[config.mk]
export PLATFORM = sky130hd
export DESIGN_NAME = i2c_master_byte_engine
export DESIGN_NICKNAME = d
export VERILOG_FILES = /design/src/design/i2cm_pkg.sv /design/src/design/i2c_master_byte_engine.sv /design/src/design/i2cm_front.sv /design/src/design/i2cm_queue.sv /design/src/design/i2cm_back.sv
export SDC_FILE = /design/constraint.sdc
export NUM_CORES = 1
export LEC_CHECK = 0
export ABC_AREA = 1
export BUFFER_PORTS_ARGS = -buffer_cell sky130_fd_sc_hd__buf_4
export CAP_MARGIN = 20
export CORE_UTILIZATION = 40
export DETAILED_ROUTE_END_ITERATION = 12
export GPL_TIMING_DRIVEN = 0
export PLACE_DENSITY = 0.6
export SLEW_MARGIN = 20
export SYNTH_ARGS = -nofsm -noshare
export SYNTH_HDL_FRONTEND = slang
export SYNTH_SLANG_ARGS = --single-unit
[constraint.sdc]
create_clock -name i_clk -period 2.2 [get_ports i_clk]
set_input_delay 0.22 -clock i_clk [delete_from_list [all_inputs] [get_ports i_clk]]
set_output_delay 0.22 -clock i_clk [all_outputs]
set_load 0.02 [all_outputs]
[src/design/i2cm_pkg.sv]
`timescale 1ns / 1ps
`default_nettype none
package i2cm_pkg;

    // Field and register widths fixed by the bus format.
    localparam int HP_W = 16;
    localparam int BYTE_W = 8;

    localparam int DELAY_BITS_DEF = 16;
    localparam int QUEUE_DEPTH_DEF = 4;

    localparam logic [HP_W-1:0] HALF_PERIOD_RESET = 16'd8;

    // Command codes on the input item.
    localparam logic [1:0] CMD_TX = 2'd1;
    localparam logic [1:0] CMD_RX = 2'd2;

    // Bit counter marks: eight data bits, then the acknowledge bit.
    localparam logic [3:0] BIT_ACK = 4'd8;
    localparam logic [3:0] BIT_END = 4'd9;

    typedef enum logic [1:0] {
        OP_NONE,
        OP_TX,
        OP_RX
    } t_op;

    typedef struct packed {
        logic [1:0]        command;
        logic              start_req;
        logic              stop_req;
        logic [BYTE_W-1:0] tx_byte;
        logic              nak_to_send;
        logic              scl_line;
        logic              sda_line;
    } t_in_item;

    typedef struct packed {
        logic              scl_drive_low;
        logic              sda_drive_low;
        logic              busy_res;
        logic              byte_done;
        logic [BYTE_W-1:0] rx_data;
        logic              nack_received;
        logic              arb_lost;
    } t_out_item;

    // Classified tick as it sits in the queue.
    typedef struct packed {
        t_op               op;
        logic              start_req;
        logic              stop_req;
        logic [BYTE_W-1:0] tx_byte;
        logic              nak_to_send;
        logic              scl_line;
        logic              sda_line;
    } t_tick;

endpackage
`default_nettype wire

[src/design/i2c_master_byte_engine.sv]
`timescale 1ns / 1ps
`default_nettype none
// I2C master byte engine: one transfer in per bus clock tick, one result out per tick.
// Each input transfer is written into the queue, then the engine step registers its result.
// The engine takes one transfer per cycle while the result channel does not stall.
// Reset (synchronous, active low): engine idle, lines released, flags cleared,
// queue empty, half period back to 8 ticks.
module i2c_master_byte_engine #(
    parameter int DELAY_BITS  = i2cm_pkg::DELAY_BITS_DEF,
    parameter int QUEUE_DEPTH = i2cm_pkg::QUEUE_DEPTH_DEF
) (
    input  wire                         i_clk,
    input  wire                         i_rst_n,
    // half-period register write
    input  wire                         i_cfg_valid,
    output logic                        o_cfg_ready,
    input  wire [i2cm_pkg::HP_W-1:0]    i_cfg_data,
    // tick input channel
    input  wire                         i_in_valid,
    output logic                        o_in_stall,
    input  wire i2cm_pkg::t_in_item     i_in_item,
    // result channel
    output logic                        o_out_valid,
    input  wire                         i_out_stall,
    output i2cm_pkg::t_out_item         o_out_item
);

    i2cm_pkg::t_tick front_tick;
    i2cm_pkg::t_tick q_tick;
    logic            q_full;
    logic            q_valid;
    logic            pop;

    // The user must write only while idle (not enforced); the port is always open.
    assign o_cfg_ready = 1'b1;
    // Hold off the sender only when the queue has no room.
    assign o_in_stall  = q_full;

    // Front: classify the tick's command.
    i2cm_front u_front (
        .i_item (i_in_item),
        .o_tick (front_tick)
    );

    // Short queue decouples intake from the engine and its result register.
    i2cm_queue #(
        .QUEUE_DEPTH (QUEUE_DEPTH)
    ) u_queue (
        .i_clk   (i_clk),
        .i_rst_n (i_rst_n),
        .i_push  (i_in_valid),
        .i_tick  (front_tick),
        .o_full  (q_full),
        .o_valid (q_valid),
        .i_pop   (pop),
        .o_tick  (q_tick)
    );

    // Back: advance the bus sequencer one tick per popped entry.
    i2cm_back #(
        .DELAY_BITS (DELAY_BITS)
    ) u_back (
        .i_clk       (i_clk),
        .i_rst_n     (i_rst_n),
        .i_cfg_write (i_cfg_valid && o_cfg_ready),
        .i_cfg_data  (i_cfg_data),
        .i_q_valid   (q_valid),
        .i_tick      (q_tick),
        .o_pop       (pop),
        .o_out_valid (o_out_valid),
        .i_out_stall (i_out_stall),
        .o_out_item  (o_out_item)
    );

endmodule
`default_nettype wire

[src/design/i2cm_front.sv]
`timescale 1ns / 1ps
`default_nettype none
module i2cm_front (
    input  wire i2cm_pkg::t_in_item i_item,
    output i2cm_pkg::t_tick         o_tick
);

    // Decode the command; unused code 3 behaves like no command.
    always_comb begin
        case (i_item.command)
            i2cm_pkg::CMD_TX: o_tick.op = i2cm_pkg::OP_TX;
            i2cm_pkg::CMD_RX: o_tick.op = i2cm_pkg::OP_RX;
            default:          o_tick.op = i2cm_pkg::OP_NONE;
        endcase
        // Start applies to transmit only.
        o_tick.start_req   = i_item.start_req && (i_item.command == i2cm_pkg::CMD_TX);
        o_tick.stop_req    = i_item.stop_req;
        o_tick.tx_byte     = i_item.tx_byte;
        o_tick.nak_to_send = i_item.nak_to_send;
        o_tick.scl_line    = i_item.scl_line;
        o_tick.sda_line    = i_item.sda_line;
    end

endmodule
`default_nettype wire

[src/design/i2cm_queue.sv]
`timescale 1ns / 1ps
`default_nettype none
module i2cm_queue #(
    parameter int QUEUE_DEPTH = i2cm_pkg::QUEUE_DEPTH_DEF
) (
    input  wire                    i_clk,
    input  wire                    i_rst_n,
    input  wire                    i_push,
    input  wire i2cm_pkg::t_tick   i_tick,
    output logic                   o_full,
    output logic                   o_valid,
    input  wire                    i_pop,
    output i2cm_pkg::t_tick        o_tick
);

    localparam int PW = (QUEUE_DEPTH > 1) ? $clog2(QUEUE_DEPTH) : 1;
    localparam int CW = $clog2(QUEUE_DEPTH + 1);
    localparam logic [PW-1:0] LAST = PW'(QUEUE_DEPTH - 1);
    localparam logic [CW-1:0] FULL_CNT = CW'(QUEUE_DEPTH);

    i2cm_pkg::t_tick r_mem [QUEUE_DEPTH];
    logic [PW-1:0] r_wr_ptr;
    logic [PW-1:0] r_rd_ptr;
    logic [CW-1:0] r_count;

    logic do_push;
    logic do_pop;

    assign o_full  = (r_count == FULL_CNT);
    assign o_valid = (r_count != '0);
    assign o_tick  = r_mem[r_rd_ptr];
    assign do_push = i_push && !o_full;
    assign do_pop  = i_pop && o_valid;

    always_ff @(posedge i_clk) begin
        if (do_push) begin
            r_mem[r_wr_ptr] <= i_tick;
        end
    end

    always_ff @(posedge i_clk) begin
        if (!i_rst_n) begin
            r_wr_ptr <= '0;
            r_rd_ptr <= '0;
            r_count  <= '0;
        end else begin
            if (do_push) begin
                r_wr_ptr <= (r_wr_ptr == LAST) ? '0 : r_wr_ptr + 1'b1;
            end
            if (do_pop) begin
                r_rd_ptr <= (r_rd_ptr == LAST) ? '0 : r_rd_ptr + 1'b1;
            end
            if (do_push && !do_pop) begin
                r_count <= r_count + 1'b1;
            end else if (do_pop && !do_push) begin
                r_count <= r_count - 1'b1;
            end
        end
    end

endmodule
`default_nettype wire

[src/design/i2cm_back.sv]
`timescale 1ns / 1ps
`default_nettype none
module i2cm_back #(
    parameter int DELAY_BITS = i2cm_pkg::DELAY_BITS_DEF
) (
    input  wire                         i_clk,
    input  wire                         i_rst_n,
    input  wire                         i_cfg_write,
    input  wire [i2cm_pkg::HP_W-1:0]    i_cfg_data,
    input  wire                         i_q_valid,
    input  wire i2cm_pkg::t_tick        i_tick,
    output logic                        o_pop,
    output logic                        o_out_valid,
    input  wire                         i_out_stall,
    output i2cm_pkg::t_out_item         o_out_item
);

    typedef enum logic [3:0] {
        PH_IDLE,
        PH_ST_CHECK,
        PH_ST_HOLD,
        PH_RS_SETUP,
        PH_RS_SCL,
        PH_BIT_SETUP,
        PH_BIT_HIGH,
        PH_BIT_HOLD,
        PH_STOP_SETUP,
        PH_STOP_HIGH,
        PH_STOP_CHECK,
        PH_STOP_HOLD
    } t_phase;

    localparam logic [32:0] DELAY_MAX = (33'd1 << DELAY_BITS) - 33'd1;

    logic [i2cm_pkg::HP_W-1:0] r_half_period;

    t_phase                      r_phase, n_phase;
    logic [3:0]                  r_bit, n_bit;
    logic [i2cm_pkg::BYTE_W-1:0] r_shift, n_shift;
    logic [DELAY_BITS-1:0]       r_delay, n_delay;
    logic                        r_start_sent, n_start_sent;
    logic                        r_fl_tx, n_fl_tx;
    logic                        r_fl_stop, n_fl_stop;
    logic                        r_fl_nak, n_fl_nak;
    logic                        r_ack, n_ack;
    logic                        r_arb, n_arb;
    logic                        r_drv_scl, n_drv_scl;
    logic                        r_drv_sda, n_drv_sda;
    logic [i2cm_pkg::BYTE_W-1:0] r_rx, n_rx;
    logic                        n_done;

    logic                  r_out_valid;
    i2cm_pkg::t_out_item   r_out;

    logic [DELAY_BITS-1:0] load_val;
    logic                  delay_fin;
    logic [DELAY_BITS-1:0] delay_dec;
    logic                  cur_read;
    logic                  cur_write;
    logic [3:0]            bit_inc;
    logic [i2cm_pkg::BYTE_W-1:0] shift_end;

    // SDA level for a bit slot: release on read slots and on one bits.
    function automatic logic sda_for_bit(input logic tx, input logic nak,
                                         input logic [3:0] idx,
                                         input logic [i2cm_pkg::BYTE_W-1:0] sh);
        logic rd;
        logic wr;
        rd = tx ? (idx >= i2cm_pkg::BIT_ACK) : (idx < i2cm_pkg::BIT_ACK);
        wr = tx ? sh[i2cm_pkg::BYTE_W-1] : nak;
        return !(rd || wr);
    endfunction

    assign o_pop       = i_q_valid && (!r_out_valid || !i_out_stall);
    assign o_out_valid = r_out_valid;
    assign o_out_item  = r_out;

    always_comb begin
        load_val  = (33'(r_half_period) > DELAY_MAX) ? '1 : DELAY_BITS'(r_half_period);
        delay_fin = (r_delay <= DELAY_BITS'(1));
        delay_dec = r_delay - 1'b1;
        cur_read  = r_fl_tx ? (r_bit >= i2cm_pkg::BIT_ACK) : (r_bit < i2cm_pkg::BIT_ACK);
        cur_write = r_fl_tx ? r_shift[i2cm_pkg::BYTE_W-1] : r_fl_nak;
        bit_inc   = r_bit + 1'b1;
        shift_end = (r_fl_tx && (r_bit < i2cm_pkg::BIT_ACK))
                  ? {r_shift[i2cm_pkg::BYTE_W-2:0], 1'b0} : r_shift;
    end

    always_comb begin
        n_phase      = r_phase;
        n_bit        = r_bit;
        n_shift      = r_shift;
        n_delay      = r_delay;
        n_start_sent = r_start_sent;
        n_fl_tx      = r_fl_tx;
        n_fl_stop    = r_fl_stop;
        n_fl_nak     = r_fl_nak;
        n_ack        = r_ack;
        n_arb        = r_arb;
        n_drv_scl    = r_drv_scl;
        n_drv_sda    = r_drv_sda;
        n_rx         = r_rx;
        n_done       = 1'b0;

        case (r_phase)
            PH_IDLE: begin
                if (i_tick.op != i2cm_pkg::OP_NONE) begin
                    n_fl_tx   = (i_tick.op == i2cm_pkg::OP_TX);
                    n_fl_stop = i_tick.stop_req;
                    n_fl_nak  = i_tick.nak_to_send;
                    n_bit     = '0;
                    n_shift   = n_fl_tx ? i_tick.tx_byte : '0;
                    if (i_tick.start_req) begin
                        n_drv_sda = 1'b0;
                        if (r_start_sent) begin
                            n_delay = load_val;
                            n_phase = PH_RS_SETUP;
                        end else begin
                            n_phase = PH_ST_CHECK;
                        end
                    end else begin
                        n_phase   = PH_BIT_SETUP;
                        n_drv_sda = sda_for_bit(n_fl_tx, n_fl_nak, '0, n_shift);
                        n_delay   = load_val;
                    end
                end
            end
            PH_ST_CHECK: begin
                if (!i_tick.sda_line) begin
                    n_arb = 1'b1;
                end
                n_drv_sda = 1'b1;
                n_delay   = load_val;
                n_phase   = PH_ST_HOLD;
            end
            PH_ST_HOLD: begin
                n_delay = delay_fin ? '0 : delay_dec;
                if (delay_fin) begin
                    n_drv_scl    = 1'b1;
                    n_start_sent = 1'b1;
                    n_bit        = '0;
                    n_phase      = PH_BIT_SETUP;
                    n_drv_sda    = sda_for_bit(r_fl_tx, r_fl_nak, '0, r_shift);
                    n_delay      = load_val;
                end
            end
            PH_RS_SETUP, PH_BIT_SETUP, PH_STOP_SETUP: begin
                n_delay = delay_fin ? '0 : delay_dec;
                if (delay_fin) begin
                    n_drv_scl = 1'b0;
                    case (r_phase)
                        PH_RS_SETUP:  n_phase = PH_RS_SCL;
                        PH_BIT_SETUP: n_phase = PH_BIT_HIGH;
                        default:      n_phase = PH_STOP_HIGH;
                    endcase
                end
            end
            PH_RS_SCL: begin
                // Wait out clock stretching before checking the start.
                if (i_tick.scl_line) begin
                    if (!i_tick.sda_line) begin
                        n_arb = 1'b1;
                    end
                    n_drv_sda = 1'b1;
                    n_delay   = load_val;
                    n_phase   = PH_ST_HOLD;
                end
            end
            PH_BIT_HIGH: begin
                if (i_tick.scl_line) begin
                    if (cur_read) begin
                        if (r_fl_tx) begin
                            n_ack = i_tick.sda_line;
                        end else begin
                            n_shift = {r_shift[i2cm_pkg::BYTE_W-2:0], i_tick.sda_line};
                        end
                    end else if (cur_write && !i_tick.sda_line) begin
                        n_arb = 1'b1;
                    end
                    n_delay = load_val;
                    n_phase = PH_BIT_HOLD;
                end
            end
            PH_BIT_HOLD: begin
                n_delay = delay_fin ? '0 : delay_dec;
                if (delay_fin) begin
                    n_drv_scl = 1'b1;
                    n_shift   = shift_end;
                    n_bit     = bit_inc;
                    if (bit_inc < i2cm_pkg::BIT_END) begin
                        n_phase   = PH_BIT_SETUP;
                        n_drv_sda = sda_for_bit(r_fl_tx, r_fl_nak, bit_inc, shift_end);
                        n_delay   = load_val;
                    end else begin
                        if (!r_fl_tx) begin
                            n_rx = r_shift;
                        end
                        if (r_fl_stop) begin
                            n_drv_sda = 1'b1;
                            n_delay   = load_val;
                            n_phase   = PH_STOP_SETUP;
                        end else begin
                            n_phase = PH_IDLE;
                            n_done  = 1'b1;
                        end
                    end
                end
            end
            PH_STOP_HIGH: begin
                if (i_tick.scl_line) begin
                    n_drv_sda = 1'b0;
                    n_phase   = PH_STOP_CHECK;
                end
            end
            PH_STOP_CHECK: begin
                if (!i_tick.sda_line) begin
                    n_arb = 1'b1;
                end
                n_delay = load_val;
                n_phase = PH_STOP_HOLD;
            end
            PH_STOP_HOLD: begin
                n_delay = delay_fin ? '0 : delay_dec;
                if (delay_fin) begin
                    n_start_sent = 1'b0;
                    n_phase      = PH_IDLE;
                    n_done       = 1'b1;
                end
            end
            default: begin
                n_phase = PH_IDLE;
            end
        endcase
    end

    always_ff @(posedge i_clk) begin
        if (!i_rst_n) begin
            r_half_period <= i2cm_pkg::HALF_PERIOD_RESET;
        end else if (i_cfg_write) begin
            r_half_period <= i_cfg_data;
        end
    end

    always_ff @(posedge i_clk) begin
        if (!i_rst_n) begin
            r_phase      <= PH_IDLE;
            r_bit        <= '0;
            r_shift      <= '0;
            r_delay      <= '0;
            r_start_sent <= 1'b0;
            r_fl_tx      <= 1'b0;
            r_fl_stop    <= 1'b0;
            r_fl_nak     <= 1'b0;
            r_ack        <= 1'b0;
            r_arb        <= 1'b0;
            r_drv_scl    <= 1'b0;
            r_drv_sda    <= 1'b0;
            r_rx         <= '0;
            r_out_valid  <= 1'b0;
            r_out        <= '0;
        end else if (o_pop) begin
            r_phase      <= n_phase;
            r_bit        <= n_bit;
            r_shift      <= n_shift;
            r_delay      <= n_delay;
            r_start_sent <= n_start_sent;
            r_fl_tx      <= n_fl_tx;
            r_fl_stop    <= n_fl_stop;
            r_fl_nak     <= n_fl_nak;
            r_ack        <= n_ack;
            r_arb        <= n_arb;
            r_drv_scl    <= n_drv_scl;
            r_drv_sda    <= n_drv_sda;
            r_rx         <= n_rx;
            r_out_valid  <= 1'b1;
            r_out.scl_drive_low <= n_drv_scl;
            r_out.sda_drive_low <= n_drv_sda;
            r_out.busy_res      <= (n_phase != PH_IDLE);
            r_out.byte_done     <= n_done;
            r_out.rx_data       <= n_rx;
            r_out.nack_received <= n_ack;
            r_out.arb_lost      <= n_arb;
        end else if (!i_out_stall) begin
            r_out_valid <= 1'b0;
        end
    end

endmodule
`default_nettype wire

* Yosys cells after proc, flatten, opt, wreduce, memory -nomap -nowiden
Memories as Yosys holds them, arrays and structs flattened. A register that Yosys moved wholly into a read port is not among the register bits.
Cells that the tools add are included.
** Storage, ports and cells
- Bits in read-only memories :: 0
- Memory bits (writable) :: 60
- Input bits :: 36
- Register bits :: 74
- Memories :: 1
- Bits in latches :: 0
** Memories
- u_queue.r_mem :: words 4, bits a word 15, rd ports 1, clocked after memory_dff 1, wr ports 1, line i2cm_queue.sv:21 : i2cm_pkg::t_tick r_mem [QUEUE_DEPTH];
** Cells by class
- $add $sub $neg :: 6
- Reductions and logical operators :: 49
- Divide/modulo/power cells :: 0
- Magnitude comparators :: 6
- Multiplexer cells :: 78
- Shift-type cells :: 0
- Bitwise logic cells :: 2
- $mul :: 0
- Equal/unequal tests :: 35
** Operators with widths (count)
- 16-bit two-way mux :: 9
- 16-bit case mux with 6 select lines :: 1
- 8-bit two-way mux :: 7
- 4-bit two-way mux :: 13
- 4-bit case mux with 10 select lines :: 1
- 1-bit two-way mux :: 30
- 8-bit case mux with 3 select lines :: 1
- 2-bit by 1-bit inequality test with 1-bit output, second input constant :: 11
- 5-bit AND reduction :: 4
- 4-bit by 3-bit equality test with 1-bit output, second input constant :: 4
- 4-bit equality test, second input constant :: 4
- 16-bit by 1-bit <= comparator with 1-bit output, second input constant :: 1
- 8-bit AND reduction :: 2
- 16-bit by 1-bit subtractor with 16-bit output, second input constant :: 1
- 4-bit less-than comparator, second input constant :: 3
- 4-bit case mux with 3 select lines :: 1
- 3-bit nonzero test :: 4
- 6-bit nonzero test :: 2
- 2-bit two-way mux :: 5
- 2-bit inequality test, second input constant :: 5
- 1-bit zero test :: 9
- 3-bit two-way mux :: 3
- 4-bit by 2-bit equality test with 1-bit output, second input constant :: 2
- 4-bit >= comparator, second input constant :: 2
- 28 further kinds :: 51

* Logic depth before layout (Yosys ltp)
- Word-level depth :: 9
- Gate-level depth with buffers :: 14

* Modules after synthesis
Synthesis repeated with hierarchy kept, for this count alone.
** Unflattened totals
- Cells, all modules :: 809
- Area, all modules :: 6779.0 µm²
** Modules (own cells, without submodules)
- i2cm_back :: cells each 573, area an instance 3797.4 µm², instances 1
- i2cm_queue :: cells each 216, area an instance 2852.7 µm², instances 1
- i2cm_front :: cells each 18, area an instance 117.6 µm², instances 1
- i2c_master_byte_engine :: cells each 2, area an instance 11.3 µm², instances 1

* Least setup slack after synthesis
OpenSTA, ideal clock, no wires.
- Kind :: register to register
- Start :: reg u_queue.r_count[0]
- End :: reg u_queue.r_count[1]
- Setup time :: 120 ps
- Setup slack :: 208 ps
- Cell stages (with the launch flop) :: 8
- Period minus slack after synthesis :: 1992 ps
- Arrival :: 1872 ps
- Cell sequence :: dfxtp_1 > nor3_1 > nor2_1 > ha_1 > inv_1 > fa_1 > o21ai_0 > a21oi_1
** Between the ends
- Word-level cells in the longest chain between the ends :: 6
- Elaborated cells between the ends (all ways) :: 15
** Ends and longest elaborated chain
- from (decl) :: line i2cm_queue.sv:24 : logic [CW-1:0] r_count;
- from (signal assigned) :: line i2cm_queue.sv:54 : r_count <= r_count + 1'b1;
- from (signal assigned) :: line i2cm_queue.sv:56 : r_count <= r_count - 1'b1;
- 3-bit equality test (*) :: line i2cm_queue.sv:29 : assign o_full = (r_count == FULL_CNT);
- via o_in_stall :: line i2c_master_byte_engine.sv:20 : output logic o_in_stall,
- 1-bit zero test (*) :: line i2cm_queue.sv:32 : assign do_push = i_push && !o_full;
- 1-bit logical AND (*) :: line i2cm_queue.sv:32
- via u_queue.do_push :: line i2cm_queue.sv:26 : logic do_push;
- 1-bit zero test :: line i2cm_queue.sv:55 : end else if (do_pop && !do_push) begin
- 1-bit logical AND :: line i2cm_queue.sv:55
- 2-bit nonzero test (no source line)
Mark *: on every way through the listed nets, which the timed path passes. The rest lies on a longest branch. The select of a mux whose other input is x is not followed.
A chain may end at the register's enable or synchronous reset.

* Worst setup path after layout
- Start :: reg u_back.r_delay[0]
- End :: reg u_back.r_out, in the netlist u_back.o_out_item[11]
** Between the ends
- Word-level cells in the longest chain between the ends :: 4
- Elaborated cells between the ends (all ways) :: 7
** Ends and longest elaborated chain
- from (decl) :: line i2cm_back.sv:40 : logic [DELAY_BITS-1:0] r_delay, n_delay;
- from (signal assigned) :: line i2cm_back.sv:265 : r_delay <= n_delay;
- 16-bit by 1-bit <= comparator with 1-bit output (*) :: line i2cm_back.sv:80 : delay_fin = (r_delay <= DELAY_BITS'(1));
- 4-bit two-way mux (on tied branches)
- 4-bit case mux with 10 select lines (*) :: line i2cm_back.sv:105 : case (r_phase)
- 4-bit nonzero test (*) :: line i2cm_back.sv:278 : r_out.busy_res <= (n_phase != PH_IDLE);
- to (decl) :: line i2cm_back.sv:53 : i2cm_pkg::t_out_item r_out;
Every way passes the cells marked *; elsewhere a longest branch is shown, timed or not.

==> run metrics <==
outcome=finished clean; post-synthesis cell type count=45; layout cell share with drive strength beyond 1=18.5%; Slew HR=about 50%; Final TNS setup=0 ps; most common cell after layout, fill and taps aside=nor2_1; io pins=53; fin util=about half; Crit-path slowest cell=dfxtp_1; CP Buf/Inv Count=3; CP arrival=~2300 ps; gr ovfl total=0; ys async rst share=0%; clock latency on the worst-skew pair=430 ps; combinational share of power=between 40% and 50%; CTS root buf=clkbuf_16; Vias/cell=4.91; Clock Path Buffers=2; DIE AREA=~0.017 mm2; WP data required=roughly 2500 ps; Final Hold Violating Endpoints=0; Max VDD drop=a little under 0.7 mV; Pre-antenna DRT Iters=5; CTS Sinks=between 100 and 150; pre-CTS setup slack=-93.0 ps; Fmax=500 MHz; Critical Path End Type=flip-flop; CP Max Fanout=10; CTS Buf Count=17; die span in x=roughly 130 um; synth warn=0; antenna-violating nets left=0; area grow syn2layout=21.9%; max-slew violations=0; area of the multi-input gates=about 0.0028 mm2; Period minus WS final=between 2000 and 2500 ps; total number of vias=approximately 5,500; gp weighted congestion=0.932; setup ws final=approximately 200 ps; antenna violations before repair=0; first-pass GRT wire length=~26,000 um; number of global-route vias before repair=5,126; Row Count=46; GRT Overall Usage=approximately 20%; starting density of the core=around two fifths; Post-synth top flop=dfxtp_1; Final Power=about 11 mW; number of synthesized flops with an enable pin=60; Synth Area per Inst=roughly 8.3 um2; CP cell instances=inv_1 > ha_4 > nor2_1 > nor2_2 > nand3_2 > buf_6 > nand2_1 > nand2_1 > nor2_1 > nand3_1 > nor2_1 > nand3_1 > nand2_1 > inv_1; P_leak=around 3.4 nW; sequential cell area=roughly 0.0033 mm2; number of fill cells=between 1,500 and 2,000; CTS tree=built; final worst-path cycle share=approximately nine tenths; DR WL/cell=about 15 um; Seq cells post-synth=roughly 140; sequential fraction of the synthesis area=~50%; routed wire length=between 15,000 and 20,000 um; worst hold path class=in -> reg; Clk pwr share=between 20% and 30%; hold_ws=~12 ps; CP delay by family, top=simple AND/OR/NAND/NOR gates; syn nets=about 850; Psw=4.51 mW; H-tree levels=4; Mapped Area=0.00666 mm2; Cells after Synth=802; Switching Share=roughly two fifths; Core Region=0.0161 mm2; Setup CP Type=reg -> reg; largest net degree at the start of global routing=17; port bufs=50; clock skew=around 15 ps; Max-Cap Viols=0; CP max stage delay=between 300 and 400 ps; HPWL after DPL=~12,000 um; Worst-Margin Slew=~750 ps; Setup Viol. Count Final=0; Worst-path clk slew=about 60 ps; Inserted Diodes=0; RSZ-0062 raised after global routing=no; CP Launch Type=flip-flop; DR DRC count=0; pwr dens=1350 mW/mm2; R2R setup slack=200 ps; DRT iter0 DRCs=roughly 270; internal power=approximately 6.4 mW; highest-count cells in the layout ignoring fill and taps=131 x nor2_1, 125 x nand2_1, 76 x dfxtp_1, 75 x inv_1, 65 x o21ai_0; # nets final=933; Die Y=131 um; sequential power share=between 30 and 40%
==> power groups by stage <==
stage | clock network, mW | logic, mW | registers (mW)
floorplan | 0 | 3.45 | 3.33
global placement | 0 | 4.53 | 3.38
detailed placement | 0 | 4.58 | 3.38
CTS | 3.03 | 4.61 | 3.33
global route | 3.13 | 5.23 | 3.37
finish | 2.97 | 4.65 | 3.33
==> kinds of logic after synthesis <==
logic type,count (synthesis),synth area share [%]
adders and majority gates,11,2.18
and+or+nand+nor,349,23.7
AOI/OAI and AO/OA,166,14.4
DFF,136,49.9
xor gates and xnor gates,12,1.58
buffers and inverters,127,8.26
other,1,0.0563
==> worst register-to-register path: stages, from the launching register on <==
cell	delay [ps]
dfxtp_1	320
inv_1	160
ha_4	190
nor2_1	50
nor2_2	150
nand3_2	140
buf_6	180
nand2_1	90
nand2_1	80
nor2_1	130
nand3_1	110
nor2_1	100
nand3_1	80
nand2_1	60
inv_1	40
==> Yosys cell counts (2+ instances only) <==
cell        n  area (um2)
a21oi_1    54         270
nand2_1   125         469
a31oi_1     7        43.8
xor2_1     12         105
nor2_4      5        56.3
a211oi_2    8         100
nand3_1    44         220
nand3_2     5        50.1
nor2_2      6        37.5
o21ai_0    65         325
nor3_1      7        35.0
nand4_4     2        42.5
buf_1       2        7.51
edfxtp_1   60        1800
inv_2      19        71.3
o22ai_1     9        56.3
dfxtp_1    76        1520
a211oi_1    2        15.0
nand4_1     7        43.8
nand2_2     7        43.8
nor2_1    135         507
a32oi_1     2        17.5
nand2_4     2        22.5
ha_1       10         125
a21oi_2     2        17.5
buf_6       6        67.6
clkbuf_1   15        56.3
o21ai_1    11        55.1
inv_1      75         282
buf_4       7        52.6
==> sequential cells by signal, indices dropped and copies added (netlist names), 2 cells and up, named ones only <==
signal             flops
u_back.load_val       16
u_back.o_out_item      2
u_back.r_bit           4
u_back.r_delay        16
u_back.r_phase         4
u_back.r_rx            8
u_back.r_shift         8
u_queue.r_count        3
u_queue.r_mem         60
u_queue.r_rd_ptr       2
u_queue.r_wr_ptr       2
==> worst paths after layout <==
kind | from | endpoint | cells after the start
setup / recovery | u_back.r_delay[0] | u_back.o_out_item[11] | 14
hold / removal | i_cfg_data[7] | u_back.load_val[7] | 3
setup reg to reg | u_back.r_delay[0] | u_back.o_out_item[11] | 14
hold reg to reg | u_back.r_fl_nak | u_back.r_fl_nak | 2
==> layer usage <==
| metal | part of all wire, % | track usage [%] | vias to the layer above |
|---|---|---|---|
| met3 | 4.2 | 4.26 | 21 |
| met1 | 48 | 26.7 | 2513 |
| li1 | - | - | 2828 |
| met4 | 1.9 | 8.18 | 0 |
| met2 | 46 | 31.8 | 112 |
| met5 | 0 | 0 | - |
==> metrics by stage <==
| stage | instances | instance area [um2] |
|---|---|---|
| floorplan | 802 | 6660 |
| global placement | 1068 | 7310 |
| detailed placement | 1072 | 7370 |
| CTS | 1115 | 8100 |
| global route | 1115 | 8120 |
| finish | 1115 | 8120 |
==> cell type report <==
type,instances,share of cell area [%]
Timing Repair Buffer,66,6.75
Multi-Input combinational cell,539,34.7
Sequential cell,136,40.9
Clock inverter,15,2.34
Buffer,30,2.28
Clock buffer,17,5.24
Inverter,96,4.48
Tap cell,216,3.33
==> what timing repair did <==
item	CTS	global route
buffers inserted	0	0
hold endpoints to repair	45	0
setup endpoints to repair	1	13
hold buffers	12	0
gates resized for setup	0	4
Note: power is estimated with default switching activity, not from simulation.
